**src/rtl/core/volume_block_page_table_core_macros.svh**
```systemverilog
// Assertion helpers used by the page table back end (vbpt_back).
`ifndef VOLUME_BLOCK_PAGE_TABLE_CORE_MACROS_SVH
`define VOLUME_BLOCK_PAGE_TABLE_CORE_MACROS_SVH

// Same-cycle implication, disabled while reset is asserted.
`define VBPT_ASSERT_NOW(label, clk, rst_n, ante, cons, msg) \
  label: assert property (@(posedge clk) disable iff (!rst_n) (ante) |-> (cons)) \
    else $error(msg);

// Next-cycle implication, disabled while reset is asserted.
`define VBPT_ASSERT_NEXT(label, clk, rst_n, ante, cons, msg) \
  label: assert property (@(posedge clk) disable iff (!rst_n) (ante) |=> (cons)) \
    else $error(msg);

`endif

```
**src/rtl/core/vbpt_pkg.sv**
```systemverilog
package vbpt_pkg;

  localparam int BSIZE_W     = 9;
  localparam int COORD_W     = 12;
  localparam int VIDX_W      = 5;
  localparam int QUEUE_DEPTH = 2;

  localparam logic [BSIZE_W-1:0] BSIZE_RESET = 9'd128;

  // Commands
  localparam logic CMD_MAP    = 1'b0;
  localparam logic CMD_LOOKUP = 1'b1;

  // Configuration register indexes
  localparam int CFG_IDX_W = 2;
  localparam logic [CFG_IDX_W-1:0] CFG_BLOCK_SIZE_X = 2'd0;
  localparam logic [CFG_IDX_W-1:0] CFG_BLOCK_SIZE_Y = 2'd1;
  localparam logic [CFG_IDX_W-1:0] CFG_BLOCK_SIZE_Z = 2'd2;

  typedef struct packed {
    logic              command;
    logic [VIDX_W-1:0] virt_x;
    logic [VIDX_W-1:0] virt_y;
    logic [VIDX_W-1:0] virt_z;
  } in_item_t;

  typedef struct packed {
    logic signed [COORD_W-1:0] phys_x;
    logic signed [COORD_W-1:0] phys_y;
    logic signed [COORD_W-1:0] phys_z;
    logic                      is_mapped;
  } out_item_t;

  typedef struct packed {
    logic [BSIZE_W-1:0] x;
    logic [BSIZE_W-1:0] y;
    logic [BSIZE_W-1:0] z;
  } block_size_t;

endpackage

```
**src/rtl/core/vbpt_queue.sv**
```systemverilog
module vbpt_queue #(
  parameter int WIDTH = 16
) (
  input  logic             clk,
  input  logic             rst_n,
  input  logic             push,
  input  logic [WIDTH-1:0] wdata,
  input  logic             pop,
  output logic [WIDTH-1:0] rdata,
  output logic             full,
  output logic             empty
);

  localparam int DEPTH = vbpt_pkg::QUEUE_DEPTH;
  localparam int PTR_W = (DEPTH > 1) ? $clog2(DEPTH) : 1;
  localparam int CNT_W = $clog2(DEPTH + 1);

  logic [WIDTH-1:0] slots_r [DEPTH];
  logic [PTR_W-1:0] wr_ptr_r, wr_ptr_nxt;
  logic [PTR_W-1:0] rd_ptr_r, rd_ptr_nxt;
  logic [CNT_W-1:0] count_r, count_nxt;

  assign full  = (count_r == CNT_W'(DEPTH));
  assign empty = (count_r == '0);
  assign rdata = slots_r[rd_ptr_r];

  function automatic logic [PTR_W-1:0] ptr_inc(input logic [PTR_W-1:0] p);
    if (p == PTR_W'(DEPTH - 1)) return '0;
    return p + 1'b1;
  endfunction

  always_comb begin
    wr_ptr_nxt = push ? ptr_inc(wr_ptr_r) : wr_ptr_r;
    rd_ptr_nxt = pop  ? ptr_inc(rd_ptr_r) : rd_ptr_r;
    count_nxt  = count_r;
    if (push && !pop)      count_nxt = count_r + 1'b1;
    else if (pop && !push) count_nxt = count_r - 1'b1;
  end

  always_ff @(posedge clk) begin
    if (!rst_n) begin
      wr_ptr_r <= '0;
      rd_ptr_r <= '0;
      count_r  <= '0;
    end else begin
      wr_ptr_r <= wr_ptr_nxt;
      rd_ptr_r <= rd_ptr_nxt;
      count_r  <= count_nxt;
    end
    if (push) slots_r[wr_ptr_r] <= wdata;
  end

endmodule

```
**config.mk**
```make
export PLATFORM = sky130hd
export DESIGN_NAME = vbpt_queue
export DESIGN_NICKNAME = d
export VERILOG_FILES = /design/src/rtl/core/volume_block_page_table_core_macros.svh /design/src/rtl/core/vbpt_pkg.sv /design/src/rtl/core/vbpt_queue.sv
export SDC_FILE = /design/constraint.sdc
export NUM_CORES = 1
export LEC_CHECK = 0
export ABC_AREA = 1
export BUFFER_PORTS_ARGS = -buffer_cell sky130_fd_sc_hd__buf_2
export CAP_MARGIN = 30
export CORE_MARGIN = 2
export CORE_UTILIZATION = 53
export CTS_BUF_LIST = sky130_fd_sc_hd__clkbuf_8
export CTS_CLUSTER_SIZE = 30
export DETAILED_ROUTE_END_ITERATION = 6
export GPL_ROUTABILITY_DRIVEN = 0
export PLACE_DENSITY_LB_ADDON = 0.1
export SYNTH_ARGS = -nofsm -noshare
export SYNTH_HDL_FRONTEND = slang
export SYNTH_SLANG_ARGS = --single-unit
```
**constraint.sdc**
```tcl
create_clock -name clk -period 1.6 [get_ports clk]
set_input_delay 0.32 -clock clk [delete_from_list [all_inputs] [get_ports clk]]
set_output_delay 0.32 -clock clk [all_outputs]
set_load 0.02 [all_outputs]
```
* After elaboration in Yosys (flattened, before gate mapping)
Memories as Yosys holds them, arrays and structs flattened. A register that Yosys moved wholly into a read port is not among the register bits.
Cells that the tools add are included.
** Word-level totals
- Register bits :: 4
- Bits in writable memories :: 32
- Input bits :: 20
- Output and inout bits :: 18
- Word-level logic and storage cells :: 27
- Memories :: 1
** Memory list
- slots_r :: words 2, width 16, read ports 1, clocked after Yosys merged registers in 1, write ports 1, RTL line vbpt_queue.sv:18 : logic [WIDTH-1:0] slots_r [DEPTH];
** Cells by class
- Add/subtract/negate cells :: 4
- Eq/ne operators :: 1
- Mux-type cells :: 12
- Reduce and logical (&&, ||, !) cells :: 6
** Operators by type and width (number)
- two-way mux 1 bit :: 10
- two-way mux 2 bit :: 2
- adder 1 bit, second input constant :: 2
- adder 2 x 1 -> 2 bit, second input constant :: 1
- == test 2 bit, second input constant :: 1
- logical AND 1 bit :: 2
- logical NOT 1 bit :: 2
- logical NOT 2 bit :: 1
- nonzero test 2 bit :: 1
- subtractor 2 x 1 -> 2 bit, second input constant :: 1

* Logic depth before layout (Yosys ltp)
- Word-level depth :: 4
- Mapped depth :: 8
- Depth with buffers taken out :: 8

* Worst setup path before layout
OpenSTA, ideal clock, no wires.
- Path type :: in2reg
- From :: input port push
- To :: memory slots_r[0][0] (enable)
- Library setup time :: 0.389 ns
- Arrival time :: 1.042 ns
- Required time :: 1.211 ns
- Setup slack :: 0.170 ns
- Stages :: 2
- Buffers on the path :: 0
- Cells stage by stage :: inv_1 -> nor2_1
** Between the ends
- Longest elaborated chain between the ends :: 2
** Ends and longest elaborated chain
- start: declaration :: RTL line vbpt_queue.sv:6 : input logic push,
- two-way mux 1 bit :: RTL line vbpt_queue.sv:50 : if (push) slots_r[wr_ptr_r] <= wdata;
- two-way mux 1 bit (not written as such) :: RTL line vbpt_queue.sv:50
- end: declaration :: RTL line vbpt_queue.sv:18
Every way passes these cells.

==> qor.yml <==
slew_headroom: 0.9097
hpwl_um: 1497
crit_type: "register to output pin"
antenna_left: 0
numCtsBuffers: 5
clkLatencyLatePin_ns: 0.27
finalMaxSlewViolations: 0
design_area_um2: 1812
synthesis.area_um2: 1438
drc: 0
end_kind: "output pin"
grt_pass1_vias: 829
syn_to_final_growth_pct: 26.02
grt_max_degree: 12
diodes: 0
worst-path-stages: 3
ys_ff_latch: 37
vias_per_cell: 5.000
place_ws_ns: 0.2419
crit_slowest_cell: "dfxtp_4"
ir_drop_mv: 0.8815
fin_ws_ns: 0.04140
dieArea_um2: 3145
die_h_um: 56.08
period_share: 0.9741
die_w_um: 56.08
initial_core_util: 0.5699
vias: 825
clkTransAtPathRegs_ns: 0.07
max_clock_freq_ghz: 0.6416
grt_overflow: 0
nets: 155
worstPathRequired_ns: 1.28
io_buffers: 37
antenna_found_initial: 0
clock_sinks: 37
yosysWarnings: 0
avgSynthCellArea_um2: 16.91
p_leak_nw: 0.7807
synth_area_leader_cell: "edfxtp_1"
cpPeakStageDelay_ns: 0.37
syn_inst: 85
worst_ep_arrival_time_ns: 1.24
htreeDepth: 2
cts_root_buf: "clkbuf_8"
place_area_um2: 1674
fillers: 191
fin_crit_ns: 1.559
finalHoldViolations: 0
wl_per_cell_um: 12.84
worstSetupStartpointType: "register"
reg2reg_depth: 3
cts_hold_buf: 0
skew_ns: 0.002319
critical-path-top-delay-family: "flip-flops"
rows: 18
grt_pass1_wl_um: 3381
finalSetupViolCount: 0
hold_depth: 1
ioPinCount: 38
layout_common_cells: "33 x buf_2, 32 x edfxtp_1, 10 x mux2_4, 10 x inv_1, 9 x nor2_1"
rsz0062_at_grt: "false"
drive_above_1_share: 0.4963
status: "finished, final reports clean"
cts_tree: "yes"
clockBufferDepth: 2
cp.buffers_inverters: 2
tightest_slew_ns: 0.1340
cp_max_fo: 6
path_cells: "buf_6 > mux2_2 > buf_2"
maxCapViolations: 0
grtUsageTotal: 0.1437
final_common_cell: "buf_2"
netlist.area_leader.share: 0.6684
hold_path.class: "primary input to register"
p_per_area_nw_per_um2: 1120
drtPass1Iterations: 4
routed_wl_um: 2119
holdWs_ns: 0.2353
syn-num-nets: 106
seq_area_frac_synth: 0.7380
tns_ns: 0
synth_cell_types: 14
core_area_um2: 2522
drt_iter0_markers: 17
synthTopCellsByArea: "edfxtp_1 67%, mux2_4 10%, dfxtp_1 7.0%"
-- cells in the mapped netlist --
master	number
nand2_1	8
a21oi_1	1
nand3_1	1
o21ai_0	1
mux2_2	6
buf_6	1
mux2_4	10
edfxtp_1	32
dfxtp_1	5
ha_1	1
buf_12	1
nor2_1	9
inv_1	8
nand4_1	1
-- path summary, 6_finish.rpt --
path,slack (ns),endpoint,start
min,0.24,slots_r[1][15]$_DFFE_PP_,wdata[15]
max,0.04,rdata[0],register
max reg2reg,0.63,slots_r[1][14]$_DFFE_PP_,wr_ptr_r$_SDFFE_PN0P_
min reg2reg,0.50,wr_ptr_r$_SDFFE_PN0P_,wr_ptr_r$_SDFFE_PN0P_
-- where the power goes --
part           switching, mW  leakage, nW  internal (mW)
Combinational          0.151        0.384          0.138
Sequential            0.0193        0.343           1.11
Clock                  0.275       0.0538          0.338
Total                  0.446        0.781           1.58
-- per-layer routing --
layer	global-route usage	vias to the layer above	part of all wire
met4	0.04082	0	0.0099
met2	0.2588	36	0.51
met5	0	-	0
met1	0.1478	383	0.40
met3	0.06744	5	0.080
li1	-	401	-
-- area by class of cell --
class	instances	area [µm²]	area share
tap	30	37.54	0.02072
clock inverter	2	7.507	0.004144
inverter	8	30.03	0.01657
timing repair buffer	44	274.0	0.1512
clock buffer	6	82.58	0.04558
multi-input combinational	38	315.3	0.1740
sequential	37	1065	0.5877
-- logic make-up after synthesis --
| kind of cell | share of synthesized area |
|---|---|
| fa+ha+maj | 0.008702 |
| buf+inv | 0.04265 |
| mux | 0.1514 |
| compound gates | 0.006956 |
| flops | 0.7380 |
| simple gates | 0.05222 |
-- stage by stage --
stage,instances,power [mW],utilization
6_report,165,2.030,0.7183
5_1_grt,165,2.118,0.7183
4_1_cts,165,2.040,0.7073
3_5_place_dp,156,1.420,0.6637
3_3_place_gp,156,1.411,0.6637
2_1_floorplan,85,1.330,-
-- sequential cells by signal, indices dropped and copies added, names as in the netlist, named ones only --
name and cells:
slots_r 32, count_r 2, rd_ptr_r 1, wr_ptr_r 1
-- what timing repair did --
action	in CTS	in global routing
resized for setup	5	9
endpoints found under the setup margin	10	10
gates cloned	1	0
setup buffers	0	0
endpoints found under the hold margin	0	0
(Power assumes the default switching activity.)
