[config.mk]
export PLATFORM = sky130hd
export DESIGN_NAME = vbpt_front
export DESIGN_NICKNAME = d
export VERILOG_FILES = /design/src/rtl/core/volume_block_page_table_core_macros.svh /design/src/rtl/core/vbpt_pkg.sv /design/src/rtl/core/vbpt_front.sv
export SDC_FILE = /design/constraint.sdc
export NUM_CORES = 1
export LEC_CHECK = 0
export BUFFER_PORTS_ARGS = -buffer_cell sky130_fd_sc_hd__buf_2
export CAP_MARGIN = 0
export CORE_AREA = 2 2 41 43
export CTS_BUF_LIST = sky130_fd_sc_hd__clkbuf_4 sky130_fd_sc_hd__clkbuf_8 sky130_fd_sc_hd__clkbuf_16
export DETAILED_ROUTE_END_ITERATION = 10
export DIE_AREA = 0 0 43 45
export PLACE_DENSITY = 0.71
export SYNTH_ARGS = -nofsm -noshare
export SYNTH_HDL_FRONTEND = slang
export SYNTH_SLANG_ARGS = --single-unit
[constraint.sdc]
create_clock -name clk -period 0.9 [get_ports clk]
set_clock_uncertainty 0.05 [all_clocks]
set_input_delay 0.09 -clock clk [delete_from_list [all_inputs] [get_ports clk]]
set_output_delay 0.09 -clock clk [all_outputs]
set_load 0.005 [all_outputs]
[src/rtl/core/volume_block_page_table_core_macros.svh]
// Assertion helpers used by the page table back end (vbpt_back).
`ifndef VOLUME_BLOCK_PAGE_TABLE_CORE_MACROS_SVH
`define VOLUME_BLOCK_PAGE_TABLE_CORE_MACROS_SVH

// Same-cycle implication, disabled while reset is asserted.
`define VBPT_ASSERT_NOW(label, clk, rst_n, ante, cons, msg) \
  label: assert property (@(posedge clk) disable iff (!rst_n) (ante) |-> (cons)) \
    else $error(msg);

// Next-cycle implication, disabled while reset is asserted.
`define VBPT_ASSERT_NEXT(label, clk, rst_n, ante, cons, msg) \
  label: assert property (@(posedge clk) disable iff (!rst_n) (ante) |=> (cons)) \
    else $error(msg);

`endif

[src/rtl/core/vbpt_pkg.sv]
package vbpt_pkg;

  localparam int BSIZE_W     = 9;
  localparam int COORD_W     = 12;
  localparam int VIDX_W      = 5;
  localparam int QUEUE_DEPTH = 2;

  localparam logic [BSIZE_W-1:0] BSIZE_RESET = 9'd128;

  // Commands
  localparam logic CMD_MAP    = 1'b0;
  localparam logic CMD_LOOKUP = 1'b1;

  // Configuration register indexes
  localparam int CFG_IDX_W = 2;
  localparam logic [CFG_IDX_W-1:0] CFG_BLOCK_SIZE_X = 2'd0;
  localparam logic [CFG_IDX_W-1:0] CFG_BLOCK_SIZE_Y = 2'd1;
  localparam logic [CFG_IDX_W-1:0] CFG_BLOCK_SIZE_Z = 2'd2;

  typedef struct packed {
    logic              command;
    logic [VIDX_W-1:0] virt_x;
    logic [VIDX_W-1:0] virt_y;
    logic [VIDX_W-1:0] virt_z;
  } in_item_t;

  typedef struct packed {
    logic signed [COORD_W-1:0] phys_x;
    logic signed [COORD_W-1:0] phys_y;
    logic signed [COORD_W-1:0] phys_z;
    logic                      is_mapped;
  } out_item_t;

  typedef struct packed {
    logic [BSIZE_W-1:0] x;
    logic [BSIZE_W-1:0] y;
    logic [BSIZE_W-1:0] z;
  } block_size_t;

endpackage

[src/rtl/core/vbpt_front.sv]
module vbpt_front #(
  parameter int VIRT_X = 32,
  parameter int VIRT_Y = 32,
  parameter int VIRT_Z = 32
) (
  input  logic               clk,
  input  logic               rst_n,
  input  logic               accept,
  input  vbpt_pkg::in_item_t in_data,
  input  logic               q_full,
  output logic               q_push,
  output logic [((VIRT_X*VIRT_Y*VIRT_Z > 1) ? $clog2(VIRT_X*VIRT_Y*VIRT_Z) : 1):0] q_wdata,
  output logic               stall
);

  localparam int VIRT_COUNT = VIRT_X * VIRT_Y * VIRT_Z;
  localparam int LIN_W = (VIRT_COUNT > 1) ? $clog2(VIRT_COUNT) : 1;
  localparam int VX_W  = (VIRT_X > 1) ? $clog2(VIRT_X) : 1;
  localparam int VY_W  = (VIRT_Y > 1) ? $clog2(VIRT_Y) : 1;
  localparam int VZ_W  = (VIRT_Z > 1) ? $clog2(VIRT_Z) : 1;

  logic [VX_W-1:0]  vx;
  logic [VY_W-1:0]  vy;
  logic [VZ_W-1:0]  vz;
  logic [LIN_W-1:0] lin;

  logic             valid_r, valid_nxt;
  logic [LIN_W:0]   item_r, item_nxt;

  // Saturate out-of-range indexes to the last block on that axis.
  always_comb begin
    if (32'(in_data.virt_x) >= VIRT_X) vx = VX_W'(VIRT_X - 1);
    else                               vx = VX_W'(in_data.virt_x);
    if (32'(in_data.virt_y) >= VIRT_Y) vy = VY_W'(VIRT_Y - 1);
    else                               vy = VY_W'(in_data.virt_y);
    if (32'(in_data.virt_z) >= VIRT_Z) vz = VZ_W'(VIRT_Z - 1);
    else                               vz = VZ_W'(in_data.virt_z);
    lin = LIN_W'(vx) + LIN_W'(VIRT_X) * (LIN_W'(vy) + LIN_W'(VIRT_Y) * LIN_W'(vz));
  end

  assign q_push  = valid_r && !q_full;
  assign q_wdata = item_r;
  assign stall   = valid_r && q_full;

  always_comb begin
    valid_nxt = valid_r;
    item_nxt  = item_r;
    if (accept) begin
      valid_nxt = 1'b1;
      item_nxt  = {in_data.command, lin};
    end else if (q_push) begin
      valid_nxt = 1'b0;
    end
  end

  always_ff @(posedge clk) begin
    if (!rst_n) begin
      valid_r <= 1'b0;
    end else begin
      valid_r <= valid_nxt;
    end
    item_r <= item_nxt;
  end

endmodule

# After elaboration in Yosys (flattened, before gate mapping)
# Index checks and enable logic that the tools add are counted.
[totals]
reg_bits = 17
latchBits = 0
mem_bits_rw = 0
mem_bits_ro = 0
in_bits = 20
out_inout_bits = 18
elab_cells = 10
n_memories = 0
[classes]
add_sub_neg = 2
multipliers = 0
div_mod_pow = 0
n_lt_le_gt_ge = 0
eq_ne = 0
shift = 0
n_mux = 2
n_bitwise = 0
n_reduce_logical = 4
[ops]
columns = ["operator", "count"]
rows = [
  ["adder 5 x 15 -> 15 bit", 1],
  ["adder 5 x 10 -> 10 bit", 1],
  ["logical AND 1 bit", 2],
  ["2-to-1 mux 1 bit", 2],
  ["nonzero test 2 bit", 1],
  ["zero test 1 bit", 1],
]

# Logic depth before layout (Yosys ltp)
# Gate-level depths: netlist of run 1.
[depth]
depth_word = 4
mapped_depth = 2
mapped_depth_nobuf = 2

# Worst setup path before layout of run 1
# Ideal clock, no wire load.
[synth_path]
path_type = "register -> register"
startpoint = "register valid_r"
endpoint = "register valid_r"
setup_ns = 0.115
arrival_ns = 0.562
t_required_ns = 0.735
slack_ns = 0.173
stages_incl_launch_ff = 3
n_path_buf = 0
synth_period_minus_slack_ns = 0.727
path_cell_list = "dfxtp_1 -> and2_4 -> o21a_1"
[synth_via]
elab_chain_len = 2
[synth_lines]
columns = ["item", "line_no", "text"]
rows = [
  ["start, declared", "vbpt_front.sv:27", "logic valid_r, valid_nxt;"],
  ["start signal, assigned", "vbpt_front.sv:60", "valid_r <= valid_nxt;"],
  ["logical AND 1 bit", "vbpt_front.sv:41", "assign q_push = valid_r && !q_full;"],
  ["nonzero test 2 bit (no line)", "--", ""],
]
# Every way passes these cells.
# A chain may end at the register's enable or synchronous reset.

# Worst setup path after layout of run 1
[layout_path]
startpoint = "register valid_r"
endpoint = "output port q_push"
[layout_via]
elab_chain_len = 1
[layout_lines]
columns = ["item", "line_no", "text"]
rows = [
  ["logical AND 1 bit", "vbpt_front.sv:41", ""],
  ["end, declared", "vbpt_front.sv:11", "output logic q_push,"],
]
# Every way passes these cells.

==> flow_summary.yaml, run 1 <==
outcome:
  result_of_the_run: "finished with violations"
  violations_in_the_final_reports: "setup timing"
sta:
  slew_viol_final: 0
  final.hold.worst_slack_ns: 0.1870
  max-slew-margin-rel_pct: 76.71
  worst_pin_slew_ns: 0.3494
  setup_viol_count_final: 17
  hold_violations: 0
  layout_min_cycle_time_ns: 1.042
  fmax_mhz: 960.1
  setup-tns-final_ns: -0.4092
  period_share_pct: 115.7
  setup_ws_ns: -0.1415
  setup_repair_after_global_routing_missed_its_margin: "yes"
global_routing:
  number_of_antenna_violations_at_the_first_check_in_global_routing: 0
  wire_length_of_the_first_global_routing_pass_um: 1504
  first_global_vias: 349
  track_usage_pct: 11.52
  grt_start_max_net_pins: 18
  gr-total-overflow: 0
finish:
  area_growth_pct: 80.00
  antenna_cells_inserted: 0
  fin_util_pct: 64.29
  finish.net_count: 100
  layout.cell_area.non_filler_um2: 945.9
  post_route_cells_drive_above_1_share_pct: 56.96
  final_cell_count_without_fillers: 95
place:
  placement.cell_area_um2: 730.7
  routabilityCongestion: 0.5975
  post-place-cells: 73
  numPortBuffers: 37
synth:
  ys.warnings.count: 0
  synth_cell_type_count: 5
  synth_area_um2: 525.5
  synth_cells: 20
  seq_area_frac_synth_pct: 95.24
  syn-num-nets: 40
  synth.ff_latch_count: 17
  synth_area_per_cell_um2: 26.28
flow_run:
  maxCapViolCount: 0
worst_setup_path:
  criticalPathCategory: "reg -> out"
  timing.critical_path.to_type: "output pin"
  worstSetupStartpointType: "flop"
  worst-endpoint-arrival_ns: 0.90
  crit_slowest_cell: "sky130_fd_sc_hd__dfxtp_2"
  crit_path_max_fanout: 2
  cp_cell_sequence: "and2b_2 -> buf_2"
  cp_slowest_stage_delay_ns: 0.33
  cp.required_ns: 0.76
cts:
  clock_latency_ns: 0.27
  numCtsBuffers: 3
  tritoncts_num_sinks: 17
  clk_pin_slew_worst_paths_ns: 0.09
  clock_path_buffers: 2
  tritoncts_clock_tree: "yes"
  clk_root_buffer_cell: "sky130_fd_sc_hd__clkbuf_4"
  clock_tree.htree_level_count: 1
floorplan:
  standard_cell_rows: 14
  fp.coreArea_um2: 1471
  die_width_um: 43
  die_area_um2: 1935
  floorplan.initialDensity_pct: 35.71
  top_level_ports: 38
  die_h_um: 45
power_and_ir_drop:
  leakage_nw: 0.4211
  irDropWorstVdd_mv: 0.9556
  p_comb_share_pct: 12.2
  p_seq_share_pct: 61.0
  power.share.clock_pct: 26.7
  power.internal_w: 0.001258
  p_per_area_nw_per_um2: 1636
  power_switching_w: 0.0002891
  switching_share_pct: 18.68
detailed_routing:
  routed_wl_um: 1038
  detailedRoute.firstIterationViolations: 8
  detail_route.vias_per_cell: 4.116
  drt_pass1_iterations: 3
  detailroute.via_count: 391
  final_antenna_net_count: 0
  route.detailed.wl_per_inst_um: 10.93
  drt_drc_violations_left: 0
worst_hold_path:
  worstHoldPathType: "in -> reg"
worst paths after layout:
kind | start | endpoint | slack [ns] | depth (start not counted)
hold / removal | accept | q_wdata[9] | 0.19 | 1
setup reg to reg | valid_r | valid_r | 0.02 | 3
hold reg to reg | valid_r | valid_r | 0.63 | 3
setup / recovery | valid_r | q_push | -0.14 | 2
metal layers:
| metal | vias up | GRT usage, % | wire length (um) |
|---|---|---|---|
| met5 | - | 0 | 0 |
| met4 | 0 | 7.273 | 12 |
| met1 | 172 | 12.00 | 344 |
| li1 | 195 | - | - |
| met2 | 22 | 20.61 | 581 |
| met3 | 2 | 3.200 | 99 |
through the flow:
step / setup slack [ns] / total power, W
after floorplan: 0.1730 / 0.0009830
after global placement: 0.1090 / 0.001089
after detailed placement: 0.08606 / 0.001094
after CTS: -0.1467 / 0.001563
after global routing: -0.1789 / 0.001622
final: -0.1415 / 0.001548
state kept, by name (all words and copies together), names as in the netlist:
| signal | cells |
|---|---|
| q_wdata | 16 |
| valid_r | 1 |
synthesized netlist by cell type:
master	count	area, um^2
sky130_fd_sc_hd__edfxtp_1	16	480.5
sky130_fd_sc_hd__and2_4	1	8.760
sky130_fd_sc_hd__and2b_2	1	8.760
sky130_fd_sc_hd__dfxtp_1	1	20.02
sky130_fd_sc_hd__o21a_1	1	7.510
final cells by class:
class                           count  area (um^2)
Tap cell                           16        20.02
Sequential cell                    17        501.7
Clock buffer                        4        30.03
Fill cell                         125        525.5
Timing Repair Buffer               55        369.1
Multi-Input combinational cell      3        25.02
cells in the final DEF (no fill, tap or decap):
cell and n:
sky130_fd_sc_hd__and2b_2 1, sky130_fd_sc_hd__clkbuf_4 4, sky130_fd_sc_hd__and2_4 1, sky130_fd_sc_hd__edfxtp_1 16
sky130_fd_sc_hd__dfxtp_2 1, sky130_fd_sc_hd__buf_4 1, sky130_fd_sc_hd__buf_6 1, sky130_fd_sc_hd__dlygate4sd3_1 17
sky130_fd_sc_hd__o21a_1 1, sky130_fd_sc_hd__buf_2 36
worst max-delay path: cells and delay by family, from the launching register on:
family	cells	cell delay [ns]
and+or+nand+nor	1	0.18
DFF	1	0.33
buffers and inverters	1	0.12
power by group through the flow:
stage	Clock, W	Combinational, W	Sequential (W)
finish	0.000414	0.000189	0.000945
global route	0.000464	0.000207	0.000951
CTS	0.000431	0.000186	0.000945
detailed placement	0	0.000130	0.000964
global placement	0	0.000127	0.000962
floorplan	0	0.00000866	0.000974
repair_timing:
action	4_1_cts	5_1_grt
hold endpoints to repair	17	0
endpoints found under the setup margin	18	18
resized for setup	0	2
setup buffers	0	1
hold buffers	17	0
cell families after synthesis:
group,count (synthesis),share of synthesized area (%)
flops,17,95.24
simple gates,2,3.334
compound gates,1,1.429
Note: power is estimated with default switching activity, not from simulation.
==> run 2: changes to the inputs <==
--- a/config.mk
+++ b/config.mk
@@ -7,11 +7,13 @@
 export LEC_CHECK = 0
 export BUFFER_PORTS_ARGS = -buffer_cell sky130_fd_sc_hd__buf_2
 export CAP_MARGIN = 0
-export CORE_AREA = 2 2 41 43
+export CELL_PAD_IN_SITES_DETAIL_PLACEMENT = 1
+export CELL_PAD_IN_SITES_GLOBAL_PLACEMENT = 2
+export CORE_AREA = 2 2 59 45
 export CTS_BUF_LIST = sky130_fd_sc_hd__clkbuf_4 sky130_fd_sc_hd__clkbuf_8 sky130_fd_sc_hd__clkbuf_16
 export DETAILED_ROUTE_END_ITERATION = 10
-export DIE_AREA = 0 0 43 45
-export PLACE_DENSITY = 0.71
+export DIE_AREA = 0 0 61 47
+export PLACE_DENSITY_LB_ADDON = 0.1
 export SYNTH_ARGS = -nofsm -noshare
 export SYNTH_HDL_FRONTEND = slang
 export SYNTH_SLANG_ARGS = --single-unit
==> run 2 against run 1 <==
  * The flow still finishes with violations (setup timing)
  * Critical path depth unchanged
  * Cell count up 18%
  * Sequential share of layout area down 0.55 points
  * Die area up 48%
  * Largest cell class unchanged
  * First-iteration DRC count down 88%
  * Critical endpoint unchanged
  * Final area up 0.79%
  * Utilization down 23 points
==> flow_summary.yaml, run 2 (synthesis gave the netlist of run 1 again) <==
outcome:
  result_of_the_run: "finished with violations"
  violations_in_the_final_reports: "setup timing"
worst_setup_path:
  worst-endpoint-arrival_ns: 0.90
  timing.critical_path.to_type: "output pin"
  crit_path_max_fanout: 2
  cp.required_ns: 0.76
  criticalPathCategory: "reg -> out"
  worstSetupStartpointType: "flop"
finish:
  antenna_cells_inserted: 0
  finish.net_count: 99
  post_route_cells_drive_above_1_share_pct: 55.13
  area_growth_pct: 81.43
  largest_register_ffs: 16
  layout.cell_area.non_filler_um2: 953.4
  mostFrequentLayoutCell: "sky130_fd_sc_hd__buf_2"
  layout_common_cells: "37 x sky130_fd_sc_hd__buf_2, 17 x sky130_fd_sc_hd__dlygate4sd3_1, 16 x sky130_fd_sc_hd__edfxtp_1"
sta:
  setup_repair_after_global_routing_missed_its_margin: "yes"
  slew_viol_final: 0
  worst_pin_slew_ns: 0.3700
  final.hold.worst_slack_ns: 0.09139
  period_share_pct: 115.2
  setup_viol_count_final: 18
  hold_violations: 0
  setup_ws_ns: -0.1371
  fmax_mhz: 964.2
  max-slew-margin-rel_pct: 75.33
  layout_min_cycle_time_ns: 1.037
cts:
  tritoncts_clock_tree: "yes"
  clk_root_buffer_cell: "sky130_fd_sc_hd__clkbuf_4"
  clock_tree.htree_level_count: 1
  clock_path_buffers: 2
  cts_resized: 0
  tritoncts_num_sinks: 17
  clock_latency_ns: 0.28
  post-cts-setup-buffers: 0
  clk_pin_slew_worst_paths_ns: 0.09
  numCtsBuffers: 3
power_and_ir_drop:
  power.share.clock_pct: 27.0
  p_per_area_nw_per_um2: 1621
  leakage_nw: 0.4146
  p_seq_share_pct: 61.1
  power.internal_w: 0.001254
  report.power.total_w: 0.001545
  power_switching_w: 0.0002917
  irDropWorstVdd_mv: 0.8072
  p_comb_share_pct: 11.8
  switching_share_pct: 18.88
global_routing:
  number_of_antenna_violations_at_the_first_check_in_global_routing: 0
  wire_length_of_the_first_global_routing_pass_um: 1573
  track_usage_pct: 8.171
  first_global_vias: 389
  gr-total-overflow: 0
  grt_start_max_net_pins: 18
floorplan:
  floorplan.initialDensity_pct: 22.76
  fp.coreArea_um2: 2308
  die_area_um2: 2867
  top_level_ports: 38
  standard_cell_rows: 15
  die_width_um: 61
  die_h_um: 47
flow_run:
  maxCapViolCount: 0
detailed_routing:
  drt_pass1_iterations: 3
  detailedRoute.firstIterationViolations: 1
  final_antenna_net_count: 0
  routed_wl_um: 1048
  detail_route.vias_per_cell: 3.491
  drt_drc_violations_left: 0
  detailroute.via_count: 391
  route.detailed.wl_per_inst_um: 9.357
place:
  numPortBuffers: 37
  routabilityCongestion: 0.5485
  placement.cell_area_um2: 753.2
worst_hold_path:
  worstHoldPathType: "in -> reg"
==> run 2: cell count changes in the layout (fill, tap and decap cells not counted) <==
| cell | delta |
|---|---|
| sky130_fd_sc_hd__dfxtp_2 | -1 |
| sky130_fd_sc_hd__dfxtp_1 | +1 |
| sky130_fd_sc_hd__buf_6 | -1 |
| sky130_fd_sc_hd__buf_4 | -1 |
| sky130_fd_sc_hd__buf_2 | +1 |
==> run 2: final timing paths <==
path,start,to,slack [ns],depth (start not counted)
setup / recovery,valid_r,q_push,-0.14,2
hold / removal,q_full,valid_r,0.09,3
setup reg to reg,valid_r,valid_r,0.15,2
hold reg to reg,valid_r,valid_r,0.54,2
==> run 2: power groups by stage <==
stage,sequential (W),combinational (W),clock (W)
3_3_place_gp,0.000964,0.000129,0
4_1_cts,0.000947,0.000186,0.000443
5_1_grt,0.000951,0.000204,0.000481
2_1_floorplan,0.000974,0.00000866,0
3_5_place_dp,0.000965,0.000130,0
6_report,0.000945,0.000183,0.000418
==> run 2: metal layers <==
metal	global-route usage (%)	wire (um)
met5	0	0
met4	2.609	0
met3	6.336	124
met2	13.12	522
met1	8.348	401
==> run 2: timing repair <==
item | 4_1_cts | 5_1_grt
endpoints found under the hold margin | 17 | 0
hold buffers | 17 | 0
setup endpoints to repair | 18 | 18
==> run 2: area by class of cell <==
type | count | area, um^2
clock buffer | 4 | 30.03
fill | 264 | 1355
multi-input combinational | 3 | 25.02
sequential | 17 | 500.5
tap | 34 | 42.54
timing repair buffer | 54 | 355.3
==> run 2: metrics by stage <==
stage	worst slack, ns	setup TNS, ns	utilization [%]	cells
detailed placement	0.06393	0	32.63	91
global placement	0.07831	0	32.63	91
finish	-0.1371	-0.5097	41.30	112
global route	-0.1930	-1.485	41.30	112
CTS	-0.1601	-0.8957	41.30	112
floorplan	0.1730	0	-	20
==> run 2: worst max-delay path, cell delays in order (launching register included) <==
cell and delay [ns]:
sky130_fd_sc_hd__dfxtp_1 0.32, sky130_fd_sc_hd__and2b_2 0.18, sky130_fd_sc_hd__buf_2 0.12
==> run 3: changes to the inputs <==
--- a/config.mk
+++ b/config.mk
@@ -7,13 +7,14 @@
 export LEC_CHECK = 0
 export BUFFER_PORTS_ARGS = -buffer_cell sky130_fd_sc_hd__buf_2
 export CAP_MARGIN = 0
-export CELL_PAD_IN_SITES_DETAIL_PLACEMENT = 1
+export CELL_PAD_IN_SITES_DETAIL_PLACEMENT = 0
 export CELL_PAD_IN_SITES_GLOBAL_PLACEMENT = 2
-export CORE_AREA = 2 2 59 45
+export CORE_AREA = 5 5 62 48
 export CTS_BUF_LIST = sky130_fd_sc_hd__clkbuf_4 sky130_fd_sc_hd__clkbuf_8 sky130_fd_sc_hd__clkbuf_16
 export DETAILED_ROUTE_END_ITERATION = 10
-export DIE_AREA = 0 0 61 47
+export DIE_AREA = 0 0 67 53
 export PLACE_DENSITY_LB_ADDON = 0.1
+export REMOVE_ABC_BUFFERS = 1
 export SYNTH_ARGS = -nofsm -noshare
 export SYNTH_HDL_FRONTEND = slang
 export SYNTH_SLANG_ARGS = --single-unit
==> run 3 against run 2 <==
  * The flow still finishes with violations (setup timing)
  * Clock power fell by 2%
  * Via count fell by 1.3%
  * Critical path depth is the same
  * Sequential share of layout area is the same
  * Cell count did not move
  * Largest power group unchanged
==> flow_summary.yaml, run 3 (synthesis gave the netlist of run 1 again) <==
outcome:
  result_of_the_run: "finished with violations"
  violations_in_the_final_reports: "setup timing"
global_routing:
  grt_start_max_net_pins: 18
  gr-total-overflow: 0
  wire_length_of_the_first_global_routing_pass_um: 1807
  number_of_antenna_violations_at_the_first_check_in_global_routing: 0
  track_usage_pct: 7.370
  first_global_vias: 393
detailed_routing:
  route.detailed.wl_per_inst_um: 10.72
  top_layer_used: "met3"
  met3_length_um: 120
  routed_wl_um: 1201
  drt_pass1_iterations: 4
  final_antenna_net_count: 0
  detailroute.via_count: 386
  drt_drc_violations_left: 0
  dr_wl_met2_um: 636
  detail_route.vias_per_cell: 3.446
  detailedRoute.firstIterationViolations: 4
  route.layer.met1.wl_um: 444
power_and_ir_drop:
  power.share.clock_pct: 26.6
  irDropWorstVdd_mv: 1.089
  switching_share_pct: 18.71
  power_switching_w: 0.0002887
  p_per_area_nw_per_um2: 1618
  leakage_nw: 0.4146
  p_comb_share_pct: 12.1
  p_seq_share_pct: 61.3
  power.internal_w: 0.001254
worst_setup_path:
  worst-endpoint-arrival_ns: 0.89
  worstSetupStartpointType: "flop"
  timing.critical_path.to_type: "output pin"
  cp.required_ns: 0.76
  crit_path_max_fanout: 2
  criticalPathCategory: "reg -> out"
sta:
  max-slew-margin-rel_pct: 75.55
  period_share_pct: 114.3
  setup_ws_ns: -0.1289
  layout_min_cycle_time_ns: 1.029
  setup_viol_count_final: 18
  slew_viol_final: 0
  worst_pin_slew_ns: 0.3668
  fmax_mhz: 971.9
  hold_violations: 0
  setup_repair_after_global_routing_missed_its_margin: "yes"
finish:
  area.sequential_um2: 500.5
  antenna_cells_inserted: 0
  mostFrequentLayoutCell: "sky130_fd_sc_hd__buf_2"
  area_growth_pct: 81.43
  largest_register_ffs: 16
  finish.net_count: 99
  post_route_cells_drive_above_1_share_pct: 55.13
  fin_util_pct: 41.30
  combined_area_of_the_multi_input_logic_cells_um2: 25.02
  fillCellCount: 232
  layout_common_cells: "37 x sky130_fd_sc_hd__buf_2, 17 x sky130_fd_sc_hd__dlygate4sd3_1, 16 x sky130_fd_sc_hd__edfxtp_1"
floorplan:
  die_area_um2: 3551
  top_level_ports: 38
  die_h_um: 53
  standard_cell_rows: 15
  die_width_um: 67
  floorplan.initialDensity_pct: 22.76
  fp.coreArea_um2: 2308
cts:
  post-cts-setup-buffers: 0
  tritoncts_num_sinks: 17
  tritoncts_clock_tree: "yes"
  numCtsBuffers: 3
  clock_tree.htree_level_count: 1
  clock_path_buffers: 2
  clk_pin_slew_worst_paths_ns: 0.09
  cts_resized: 0
  clk_root_buffer_cell: "sky130_fd_sc_hd__clkbuf_4"
  clock_latency_ns: 0.28
place:
  routabilityCongestion: 0.6298
  numPortBuffers: 37
  pre_cts_setup_slack_ns: 0.07690
worst_hold_path:
  worstHoldPathType: "in -> reg"
flow_run:
  maxCapViolCount: 0
run 3: timing repair:
item                                    in CTS  in global routing
endpoints found under the setup margin      18                 18
hold endpoints to repair                    17                  0
hold buffers                                17                  0
run 3: worst paths after layout:
kind | from | end | slack [ns] | cells past startpoint
worst max-delay path | valid_r | q_push | -0.13 | 2
worst min-delay path | q_full | valid_r | 0.09 | 3
worst max register to register | valid_r | valid_r | 0.16 | 2
worst min register to register | valid_r | valid_r | 0.53 | 2
run 3: area by class of cell:
| type | count | share of cell area [%] |
|---|---|---|
| sequential | 17 | 52.49 |
| timing repair buffer | 54 | 37.27 |
| tap | 34 | 4.462 |
| clock buffer | 4 | 3.150 |
| multi-input combinational | 3 | 2.625 |
run 3: power groups by stage:
stage / Combinational [W] / Clock, W / Sequential, W
CTS: 0.000190 / 0.000440 / 0.000947
global route: 0.000205 / 0.000487 / 0.000952
detailed placement: 0.000134 / 0 / 0.000965
floorplan: 0.00000866 / 0 / 0.000974
global placement: 0.000134 / 0 / 0.000964
finish: 0.000187 / 0.000411 / 0.000945
run 3: layer usage:
layer	vias to the layer above	global-route usage, %
li1	195	-
met1	169	6.965
met2	22	13.54
met3	0	4.883
met4	0	1.010
met5	-	0
run 3: worst max-delay path, cell delays in order (launching register included):
cell,delay (ns)
sky130_fd_sc_hd__dfxtp_1,0.31
sky130_fd_sc_hd__and2b_2,0.17
sky130_fd_sc_hd__buf_2,0.12
run 3: stage by stage:
stage          total power, W  TNS [ns]  cell area (um^2)  hold WS [ns]  std cells
2_1_floorplan       0.0009830         0             525.5        0.1389         20
3_3_place_gp         0.001098         0             753.2        0.2179         91
3_5_place_dp         0.001099         0             753.2        0.2181         91
4_1_cts              0.001576   -0.9136             953.4       0.07867        112
5_1_grt              0.001644    -1.609             953.4       0.09692        112
6_report             0.001543   -0.4911             953.4       0.09328        112
